===== config.mk =====
export PLATFORM = sky130hd
export DESIGN_NAME = ddpa_cell
export DESIGN_NICKNAME = d
export VERILOG_FILES = /design/src/rtl/core/ddpa_pkg.sv /design/src/rtl/core/ddpa_cell.sv
export SDC_FILE = /design/constraint.sdc
export NUM_CORES = 1
export LEC_CHECK = 0
export ABC_AREA = 1
export BUFFER_PORTS_ARGS = -buffer_cell sky130_fd_sc_hd__buf_2
export CORE_MARGIN = 2
export CORE_UTILIZATION = 60
export CTS_BUF_LIST = sky130_fd_sc_hd__clkbuf_4
export DETAILED_ROUTE_END_ITERATION = 12
export GPL_ROUTABILITY_DRIVEN = 1
export GPL_TIMING_DRIVEN = 0
export HOLD_SLACK_MARGIN = 0.05
export PLACE_DENSITY_LB_ADDON = 0.3
export SYNTH_ARGS = -nofsm -noshare
export SYNTH_HDL_FRONTEND = slang
export SYNTH_SLANG_ARGS = --single-unit

===== constraint.sdc =====
create_clock -name i_clk -period 9.3 [get_ports i_clk]
set_input_delay 0.93 -clock i_clk [delete_from_list [all_inputs] [get_ports i_clk]]
set_output_delay 0.93 -clock i_clk [all_outputs]
set_load 0.005 [all_outputs]

===== src/rtl/core/ddpa_pkg.sv =====
// Shared types, constants and digit helpers for the decimal dot-product accumulator.
package ddpa_pkg;

    localparam int unsigned DIGIT_W  = 4;
    localparam int unsigned FIELD_W  = 40;
    localparam int unsigned IN_DIGITS = 10;
    localparam int unsigned GROUP_DIGITS = 10;
    localparam int unsigned GROUPS   = 4;
    // A column holds at most ten products of 81 plus a digit and an incoming carry.
    localparam int unsigned COL_W    = 11;
    localparam int unsigned CARRY_W  = 8;
    localparam int unsigned PROD_W   = 2 * DIGIT_W;
    // floor(v * 6554 / 65536) equals floor(v / 10) for every v below 2048.
    localparam int unsigned RECIP_W  = 13;
    localparam int unsigned RECIP_SH = 16;
    localparam logic [RECIP_W-1:0] RECIP_TEN = 13'd6554;
    localparam logic [COL_W-1:0]   TEN       = 11'd10;
    localparam logic [DIGIT_W-1:0] DIGIT_MAX = 4'd9;

    typedef logic [DIGIT_W-1:0] t_digit;
    typedef logic [CARRY_W-1:0] t_carry;

    typedef struct packed {
        logic [FIELD_W-1:0] a_digits;
        logic [FIELD_W-1:0] b_digits;
        logic               last_pair;
    } t_in_item;

    typedef struct packed {
        logic [FIELD_W-1:0] integer_upper;
        logic [FIELD_W-1:0] integer_lower;
        logic [FIELD_W-1:0] fraction_upper;
        logic [FIELD_W-1:0] fraction_lower;
        logic               overflowed;
    } t_out_item;

    // Control broadcast from the sequencer to every cell of the row.
    typedef struct packed {
        logic load;
        logic mul;
        logic clear;
    } t_cell_ctl;

    // Digit pos of a packed BCD word; nibbles above nine read as nine, and
    // positions past the input word read as zero.
    function automatic t_digit bcd_digit(input logic [FIELD_W-1:0] word,
                                         input int unsigned pos);
        t_digit v;
        v = '0;
        if (pos < IN_DIGITS) begin
            v = word[pos*DIGIT_W +: DIGIT_W];
            if (v > DIGIT_MAX) begin
                v = DIGIT_MAX;
            end
        end
        return v;
    endfunction

endpackage


===== src/rtl/core/ddpa_cell.sv =====
// One accumulator digit: column multiply-accumulate, b-digit shift and carry step.
module ddpa_cell import ddpa_pkg::*; (
    input  logic      i_clk,
    input  logic      i_rst_n,
    input  t_cell_ctl i_ctl,
    input  t_digit    i_a_digit,
    input  t_digit    i_b_load,
    input  t_digit    i_b_prev,
    input  logic      i_tok,
    input  t_carry    i_carry,
    output t_digit    o_b,
    output logic      o_tok,
    output t_carry    o_carry,
    output t_digit    o_digit
);

    logic [COL_W-1:0]         r_col;
    t_digit                   r_b;
    t_digit                   r_digit;
    logic                     r_tok;
    t_carry                   r_carry;
    logic [PROD_W-1:0]        w_prod;
    logic [COL_W-1:0]         w_sum;
    logic [COL_W+RECIP_W-1:0] w_recip;
    t_carry                   w_quot;
    logic [COL_W-1:0]         w_rem;

    assign w_prod  = PROD_W'(i_a_digit) * PROD_W'(r_b);
    assign w_sum   = r_col + COL_W'(r_digit) + COL_W'(i_carry);
    assign w_recip = (COL_W+RECIP_W)'(w_sum) * (COL_W+RECIP_W)'(RECIP_TEN);
    assign w_quot  = w_recip[RECIP_SH +: CARRY_W];
    assign w_rem   = w_sum - COL_W'(w_quot) * TEN;

    always_ff @(posedge i_clk) begin
        if (!i_rst_n) begin
            r_digit <= '0;
            r_tok   <= 1'b0;
        end else begin
            r_tok <= i_tok;
            if (i_ctl.clear) begin
                r_digit <= '0;
            end else if (i_tok) begin
                r_digit <= w_rem[DIGIT_W-1:0];
            end
        end
    end

    always_ff @(posedge i_clk) begin
        if (i_ctl.load) begin
            r_b   <= i_b_load;
            r_col <= '0;
        end else if (i_ctl.mul) begin
            r_b   <= i_b_prev;
            r_col <= r_col + COL_W'(w_prod);
        end
        if (i_tok) begin
            r_carry <= w_quot;
        end
    end

    assign o_b     = r_b;
    assign o_tok   = r_tok;
    assign o_carry = r_carry;
    assign o_digit = r_digit;

endmodule

==> flow_summary_export.csv, run 1 <==
group,metric,value,unit
clocking,clk_pin_slew,160,ps
clocking,cts_hold_buffers,0,
clocking,clk_latency,340,ps
detailed_routing,drc,0,
clocking,cts_tree,"done",
worst_setup_path,critPathMaxFanout,3,
sta,finalCritPeriodShare,84.2,%
die,dieArea,8510,um^2
worst_setup_path,cp.buffers_inverters,9,
worst_setup_path,critPathLaunchType,"primary input",
sta,finClkSkew,6.97,ps
die,core-area,7650,um^2
global_route,first_global_vias,3857,
die,initial_utilization,61.1,%
die,dieHeight,92.2,um
placement,gp_congestion,0.931,
sta,hold_violations,0,
yosys,synth_fp_nets,741,
global_route,overflow,0,
sta,final_max_slew_viol_count,0,
worst_setup_path,path_delay_family,"adder cells",
sta,setup_viol,0,
clocking,post_cts_buffers,0,
clocking,clock_sinks,28,
finish,fillers,630,
yosys,netlist_area,4670,um^2
worst_setup_path,worstSetupPathType,"primary input to flop",
detailed_routing,drt_iter0_drc,206,
finish,final_nets,788,
detailed_routing,vias,3760,
worst_setup_path,cp_slowest_stage_delay,590,ps
global_route,grt_pass1_wl,17400,um
worst_setup_path,crit_slowest_cell,"fa_1",
yosys,ys_seq_area_share,14.6,%
detailed_routing,wl_per_cell,14.0,um
detailed_routing,via_per_inst,5.22,
yosys,synth_cell_type_count,40,
yosys,ys_warn_count,0,
yosys,synth_cells,572,
yosys,avgSynthCellArea,8.17,um^2
finish,drive_gt1_share,11.8,%
die,ios,43,
placement,hpwl,8920,um
clocking,cts_root_buffer,"clkbuf_4",
clocking,cts_made_buffers,3,
job,drv_cap,0,
detailed_routing,antenna_left,0,
status,status,"finished clean",
worst_setup_path,arrival,8090,ps
sta,rsz0062_at_grt,"false",
finish,syn_to_final_growth,8.36,%
finish,diodes,0,
sta,relSlewSlack,65.5,%
detailed_routing,firstDrtPassIters,4,
detailed_routing,routed_wl,10100,um
placement,port_buffers,42,
worst_hold_path,hold_path_class,"flop to flop",
die,die_x,92.2,um
sta,worstMarginPinSlew,518,ps
worst_setup_path,cp-end-kind,"flop",
yosys,ys_ff_latch,28,
global_route,antenna_found_initial,0,
worst_setup_path,crit_top_cell,"inv_1",
worst_setup_path,worstPathRequired,9560,ps
global_route,grt_use_total,25.6,%
sta,period_minus_slack,7830,ps
clocking,max-clock-path-buffers,2,
clocking,cts.htree.levels,1,
clocking,ctsResizeCount,0,
global_route,grt_max_degree,17,
sta,tns,0,ps
die,rows,32,
sta,fmax,128,MHz
==> worst register-to-register path, delay by kind of cell (launching register included) <==
family	cells	cell delay, ps
adders and majority gates	11	4540
AOI/OAI and AO/OA	5	840
and+or+nand+nor	9	650
buffers and inverters	8	580
xor gates and xnor gates	2	420
DFF	1	390
==> registers in the layout, indices dropped and copies added, names as in the netlist <==
name and count:
r_col 11, o_carry 8, o_tok 1, o_digit 4, o_b 4
==> synthesized netlist by cell type (all sizes together) <==
cell     instances  share of area, %
xor2            16               3.2
o22ai            1              0.13
a211oi           2              0.32
nand4            2              0.27
clkbuf           1             0.080
o221ai           2              0.38
nor4             2              0.40
nor2            24               2.1
o311ai           1              0.19
xnor2            2              0.38
o21ai           17               1.8
ha              97                26
nand2          106               9.1
o32ai            1              0.19
a21oi           34               4.0
a21o             2              0.32
nor3             3              0.32
nand3           27               3.1
o21bai           1              0.16
o2111ai          1              0.19
mux2i            1              0.21
or2              2              0.27
buf              1              0.24
dfxtp           16               6.9
o31ai            2              0.32
inv            150                12
fa              46                20
edfxtp          12               7.7
==> final timing paths <==
check / from / to / slack (ps) / cells past startpoint
max: i_carry[1] / o_digit[3] / 1470 / 36
max reg2reg: o_digit[1] / o_digit[3] / 1800 / 35
min: r_col[0] / r_col[0] / 530 / 2
min reg2reg: r_col[0] / r_col[0] / 530 / 2
==> metrics by stage <==
stage	hold WS [ps]	area (um^2)	setup WS, ps	std cells	util (%)
detailed placement	506	5010	1130	716	65.5
floorplan	469	4670	1870	572	-
global route	552	5060	1000	720	66.2
CTS	532	5060	1470	720	66.2
finish	528	5060	1470	720	66.2
global placement	502	5010	1230	716	65.5
==> final cells by class <==
type / instances / area [um^2] / share of cell area, %
Multi-Input combinational cell: 392 / 3410 / 67.4
Sequential cell: 28 / 681 / 13.4
Inverter: 150 / 563 / 11.1
Timing Repair Buffer: 42 / 210 / 4.15
Tap cell: 102 / 128 / 2.52
Clock inverter: 1 / 30.0 / 0.593
Clock buffer: 3 / 22.5 / 0.445
Buffer: 2 / 15.0 / 0.297
==> cells by family after synthesis <==
logic type / share of synthesized area [%]
adder cells (fa/ha/maj): 45.7
multiplexers: 0.214
flip-flops: 14.6
AND/OR/NAND/NOR: 15.6
XOR/XNOR: 3.54
buffers and inverters: 12.4
AO/OA/AOI/OAI: 7.98
==> cells in the final DEF, fill, tap and decap left out, drive strengths merged, types with 3 or more instances in the layout <==
| cell | count |
|---|---|
| edfxtp | 12 |
| buf | 43 |
| inv | 150 |
| xor2 | 16 |
| nor3 | 3 |
| nand2 | 106 |
| ha | 97 |
| o21ai | 17 |
| nor2 | 24 |
| clkbuf | 4 |
| nand3 | 27 |
| dfxtp | 16 |
| fa | 46 |
| a21oi | 34 |
==> layer usage <==
layer,up-vias,part of all wire [%],global-route usage [%]
met4,0,1.7,4.73
li1,1896,-,-
met3,16,4.7,3.86
met5,-,0,0
met2,103,48,44.5
met1,1745,45,34.2
Power of run 1 is left out: the tool's default activity adds up to more than one toggle a clock period on the data nets, which glitch-free logic cannot reach.
==> run 2, diff against run 1 <==
clock period = 7.6 ns   (was 9.3 ns; I/O delays follow)
==> flow_summary_export.csv, run 2 (same netlist as run 1, synthesis figures left out) <==
group,metric,value,unit
status,status,"finished clean",
die,dieArea,8510,um^2
detailed_routing,via_per_inst,5.24,
clocking,clk_pin_slew,160,ps
worst_setup_path,cp-end-kind,"flop",
worst_setup_path,rr_worst_depth,36,
worst_setup_path,worstPathRequired,7870,ps
detailed_routing,antenna_left,0,
worst_setup_path,worstSetupPathType,"primary input to flop",
finish,largest_register_ffs,11,
die,rows,32,
sta,final_max_slew_viol_count,0,
global_route,grt_pass1_wl,17400,um
finish,drive_gt1_share,14.6,%
placement,gp_congestion,0.931,
die,core-area,7650,um^2
worst_setup_path,crit_top_cell,"inv_1",
die,die_x,92.2,um
sta,relSlewSlack,66.0,%
clocking,cts_tree,"done",
clocking,max-clock-path-buffers,2,
finish,mostFrequentLayoutCells,"138 x inv_1, 99 x nand2_1, 95 x ha_1",
sta,period_minus_slack,7220,ps
detailed_routing,drt_iter0_drc,169,
sta,finalCritPeriodShare,95.1,%
placement,port_buffers,42,
finish,fillers,615,
worst_setup_path,crit_slowest_cell,"fa_2",
detailed_routing,firstDrtPassIters,4,
worst_setup_path,critPathLaunchType,"primary input",
detailed_routing,routed_wl,10200,um
die,initial_utilization,61.1,%
sta,finClkSkew,6.22,ps
finish,final_common_cell,"inv_1",
clocking,cts_root_buffer,"clkbuf_4",
sta,hold_violations,0,
sta,worstMarginPinSlew,511,ps
worst_setup_path,critPathMaxFanout,3,
clocking,clock_sinks,28,
finish,regMostFlops,"r_col",
clocking,cts.htree.levels,1,
global_route,grt_use_total,25.7,%
finish,final_nets,793,
worst_setup_path,arrival,7490,ps
global_route,first_global_vias,3867,
worst_hold_path,whs_path_depth,2,
detailed_routing,drc,0,
detailed_routing,wl_per_cell,14.1,um
placement,hpwl,8920,um
sta,setup_viol,0,
job,drv_cap,0,
global_route,antenna_found_initial,0,
finish,syn_to_final_growth,10.5,%
global_route,overflow,0,
worst_hold_path,hold_path_class,"flop to flop",
global_route,grt_max_degree,17,
clocking,cts_made_buffers,3,
sta,fmax,138,MHz
worst_setup_path,cp_slowest_stage_delay,560,ps
die,dieHeight,92.2,um
clocking,clk_latency,340,ps
die,ios,43,
finish,final_util,67.5,%
finish,diodes,0,
detailed_routing,vias,3798,
## run 2: changes by cell type in the layout (fill, tap and decap cells not counted), sizes merged
cell / before / now
buf: 43 / 48
## run 2: metrics by stage
| step | hold WS, ps | setup slack, ps | cells | TNS [ps] | cell area (um^2) |
|---|---|---|---|---|---|
| floorplan | 469 | 343 | 572 | 0 | 4670 |
| global placement | 502 | -295 | 716 | -295 | 5010 |
| detailed placement | 506 | -395 | 716 | -436 | 5010 |
| CTS | 532 | 7.02 | 720 | 0 | 5060 |
| global route | 552 | -60.9 | 725 | -60.9 | 5160 |
| finish | 529 | 375 | 725 | 0 | 5160 |
## run 2: final timing paths
path | from | to | slack [ps]
setup / recovery | i_carry[1] | o_digit[3] | 380
hold / removal | r_col[7] | r_col[7] | 530
setup reg to reg | r_col[1] | o_digit[3] | 460
hold reg to reg | r_col[7] | r_col[7] | 530
## run 2: layout make-up
type	count	area, um^2	area share (%)
clock inverter	1	30.0	0.582
multi-input combinational	392	3470	67.3
tap	102	128	2.47
clock buffer	3	22.5	0.436
buffer	2	15.0	0.291
timing repair buffer	47	248	4.80
inverter	150	563	10.9
sequential	28	681	13.2
## run 2: what timing repair did
item,in CTS,in global routing
gates resized for setup,1,13
setup buffers,0,5
pin swaps,0,8
endpoints found under the setup margin,1,1
hold buffers,0,0
## run 2: per-layer routing
layer	track usage (%)	wire, um	vias to the layer above
met5	0	0	-
met4	4.73	174	0
met3	3.86	429	16
met2	44.7	4960	97
met1	34.2	4660	1775
li1	-	-	1910
## run 2: critical path, delay by kind of cell
| family | cells | cell delay, ps |
|---|---|---|
| xor gates and xnor gates | 2 | 430 |
| adders and majority gates | 11 | 4300 |
| AOI/OAI and AO/OA | 3 | 380 |
| and+or+nand+nor | 11 | 840 |
| buffers and inverters | 10 | 790 |
Power of run 2 is left out for the same reason.
==> run 3, diff against run 2 <==
CELL_PAD_IN_SITES_DETAIL_PLACEMENT = 1   (was unset)
CELL_PAD_IN_SITES_GLOBAL_PLACEMENT = 1   (was unset)
CORE_UTILIZATION = 47   (was 60)
==> flow_summary_export.csv, run 3 (same netlist as run 1, synthesis figures left out) <==
group,metric,value,unit
worst_setup_path,critPathMaxFanout,4,
clocking,cts_root_buffer,"clkbuf_4",
placement,port_buffers,42,
clocking,clk_pin_slew,170,ps
worst_hold_path,hold_start,"r_col[7]",
detailed_routing,via_per_inst,5.19,
finish,drive_gt1_share,15.7,%
status,status,"finished clean",
finish,fin_cells,756,
sta,finClkSkew,2.66,ps
global_route,grt_pass1_wl,21100,um
worst_setup_path,arrival,7600,ps
job,drv_cap,0,
sta,setup_viol,0,
clocking,clk_latency,340,ps
global_route,overflow,0,
worst_setup_path,cp.depth,32,
die,rows,36,
worst_setup_path,cp.buffers_inverters,7,
finish,diodes,0,
finish,largest_register_ffs,11,
worst_setup_path,ff2ff_setup_slack,360,ps
clocking,cts.htree.levels,1,
worst_hold_path,hold_path_class,"flop to flop",
detailed_routing,antenna_left,0,
die,dieArea,10800,um^2
worst_setup_path,rr_worst_depth,31,
finish,final_nets,793,
sta,final_max_slew_viol_count,0,
detailed_routing,routed_wl,12900,um
clocking,max-clock-path-buffers,2,
worst_setup_path,worstSetupPathType,"primary input to flop",
placement,placedCellCount,747,
placement,hpwl,11200,um
die,die_x,104,um
placement,gp_congestion,0.822,
die,initial_utilization,48.0,%
clocking,clock_sinks,28,
sta,period_minus_slack,7330,ps
worst_setup_path,cp-end-kind,"flop",
sta,setup_slack,267,ps
worst_setup_path,critPathLaunchType,"primary input",
sta,worstMarginPinSlew,520,ps
placement,place_ws,-598,ps
worst_setup_path,crit_start,"i_carry[3]",
sta,relSlewSlack,65.3,%
worst_setup_path,cp-endpoint,"o_digit[3]",
global_route,grt_max_degree,17,
die,ios,43,
worst_setup_path,worstPathRequired,7870,ps
clocking,cts_made_buffers,3,
sta,fmax,136,MHz
detailed_routing,drt_iter0_drc,123,
worst_setup_path,crit_slowest_cell,"fa_1",
finish,regMostFlops,"r_col",
clocking,cts_tree,"done",
finish,syn_to_final_growth,12.5,%
finish,mostFrequentLayoutCells,"137 x inv_1, 99 x nand2_1, 92 x ha_1",
worst_setup_path,cp_slowest_stage_delay,570,ps
finish,final_common_cell,"inv_1",
die,dieHeight,104,um
global_route,first_global_vias,4358,
worst_setup_path,path_delay_family,"adder cells",
global_route,grt_use_total,24.6,%
sta,hold_violations,0,
finish,final_util,54.0,%
detailed_routing,firstDrtPassIters,4,
detailed_routing,wl_per_cell,17.0,um
global_route,antenna_found_initial,0,
finish,fillers,1235,
worst_hold_path,whs_path_depth,2,
detailed_routing,vias,3920,
sta,finalCritPeriodShare,96.5,%
detailed_routing,drc,0,
worst_setup_path,reg2reg_from,"o_digit[3]",
worst_setup_path,reg2reg_to,"o_digit[3]",
die,core-area,9730,um^2
-- run 3: cell count changes in the layout (fill, tap and decap cells not counted) --
| cell | previous run | this run |
|---|---|---|
| ha_1 | 95 | 92 |
| ha_4 | 2 | 4 |
| xor2_1 | 13 | 11 |
| xor2_2 | 3 | 5 |
| a21oi_1 | 29 | 28 |
| a21oi_2 | 4 | 5 |
| ha_2 | 0 | 1 |
| inv_1 | 138 | 137 |
| inv_2 | 12 | 13 |
| o21ai_2 | 1 | 0 |
| o21ai_4 | 0 | 1 |
-- run 3: worst min path at each step --
stage / end
floorplan: r_col[7]
global placement: r_col[0]
detailed placement: r_col[0]
CTS: r_col[0]
global route: r_col[0]
finish: r_col[7]
-- run 3: layout make-up --
type / count / area, um^2 / share of cell area, %
multi-input combinational: 392 / 3530 / 67.2
sequential: 28 / 681 / 13.0
inverter: 150 / 563 / 10.7
timing repair buffer: 47 / 248 / 4.72
tap: 133 / 166 / 3.17
clock inverter: 1 / 30.0 / 0.572
clock buffer: 3 / 22.5 / 0.429
buffer: 2 / 15.0 / 0.286
-- run 3: worst min-delay path, cell delays in order, from the launching register on --
cell,delay [ps]
dfxtp_1,380
nand3_1,90
nand2_1,50
-- run 3: routing by layer --
| metal | global-route usage [%] | wire [um] | up-vias |
|---|---|---|---|
| met3 | 2.52 | 351 | 18 |
| met2 | 45.2 | 6560 | 72 |
| met1 | 31.3 | 5730 | 1933 |
| met5 | 0 | 0 | - |
| met4 | 5.12 | 251 | 0 |
| li1 | - | - | 1897 |
-- run 3: through the flow --
stage	area [um^2]	hold slack [ps]	TNS, ps
6_report	5250	539	0
5_1_grt	5250	571	-47.9
4_1_cts	5130	540	0
3_5_place_dp	5050	518	-830
3_3_place_gp	5050	504	-342
2_1_floorplan	4670	469	0
-- run 3: repair_timing --
action,4_1_cts,5_1_grt
setup endpoints to repair,1,1
cloned,0,0
hold buffers,0,0
resized for setup,4,18
pin swaps,2,8
buffers inserted,2,3
Power of run 3 is left out for the same reason.
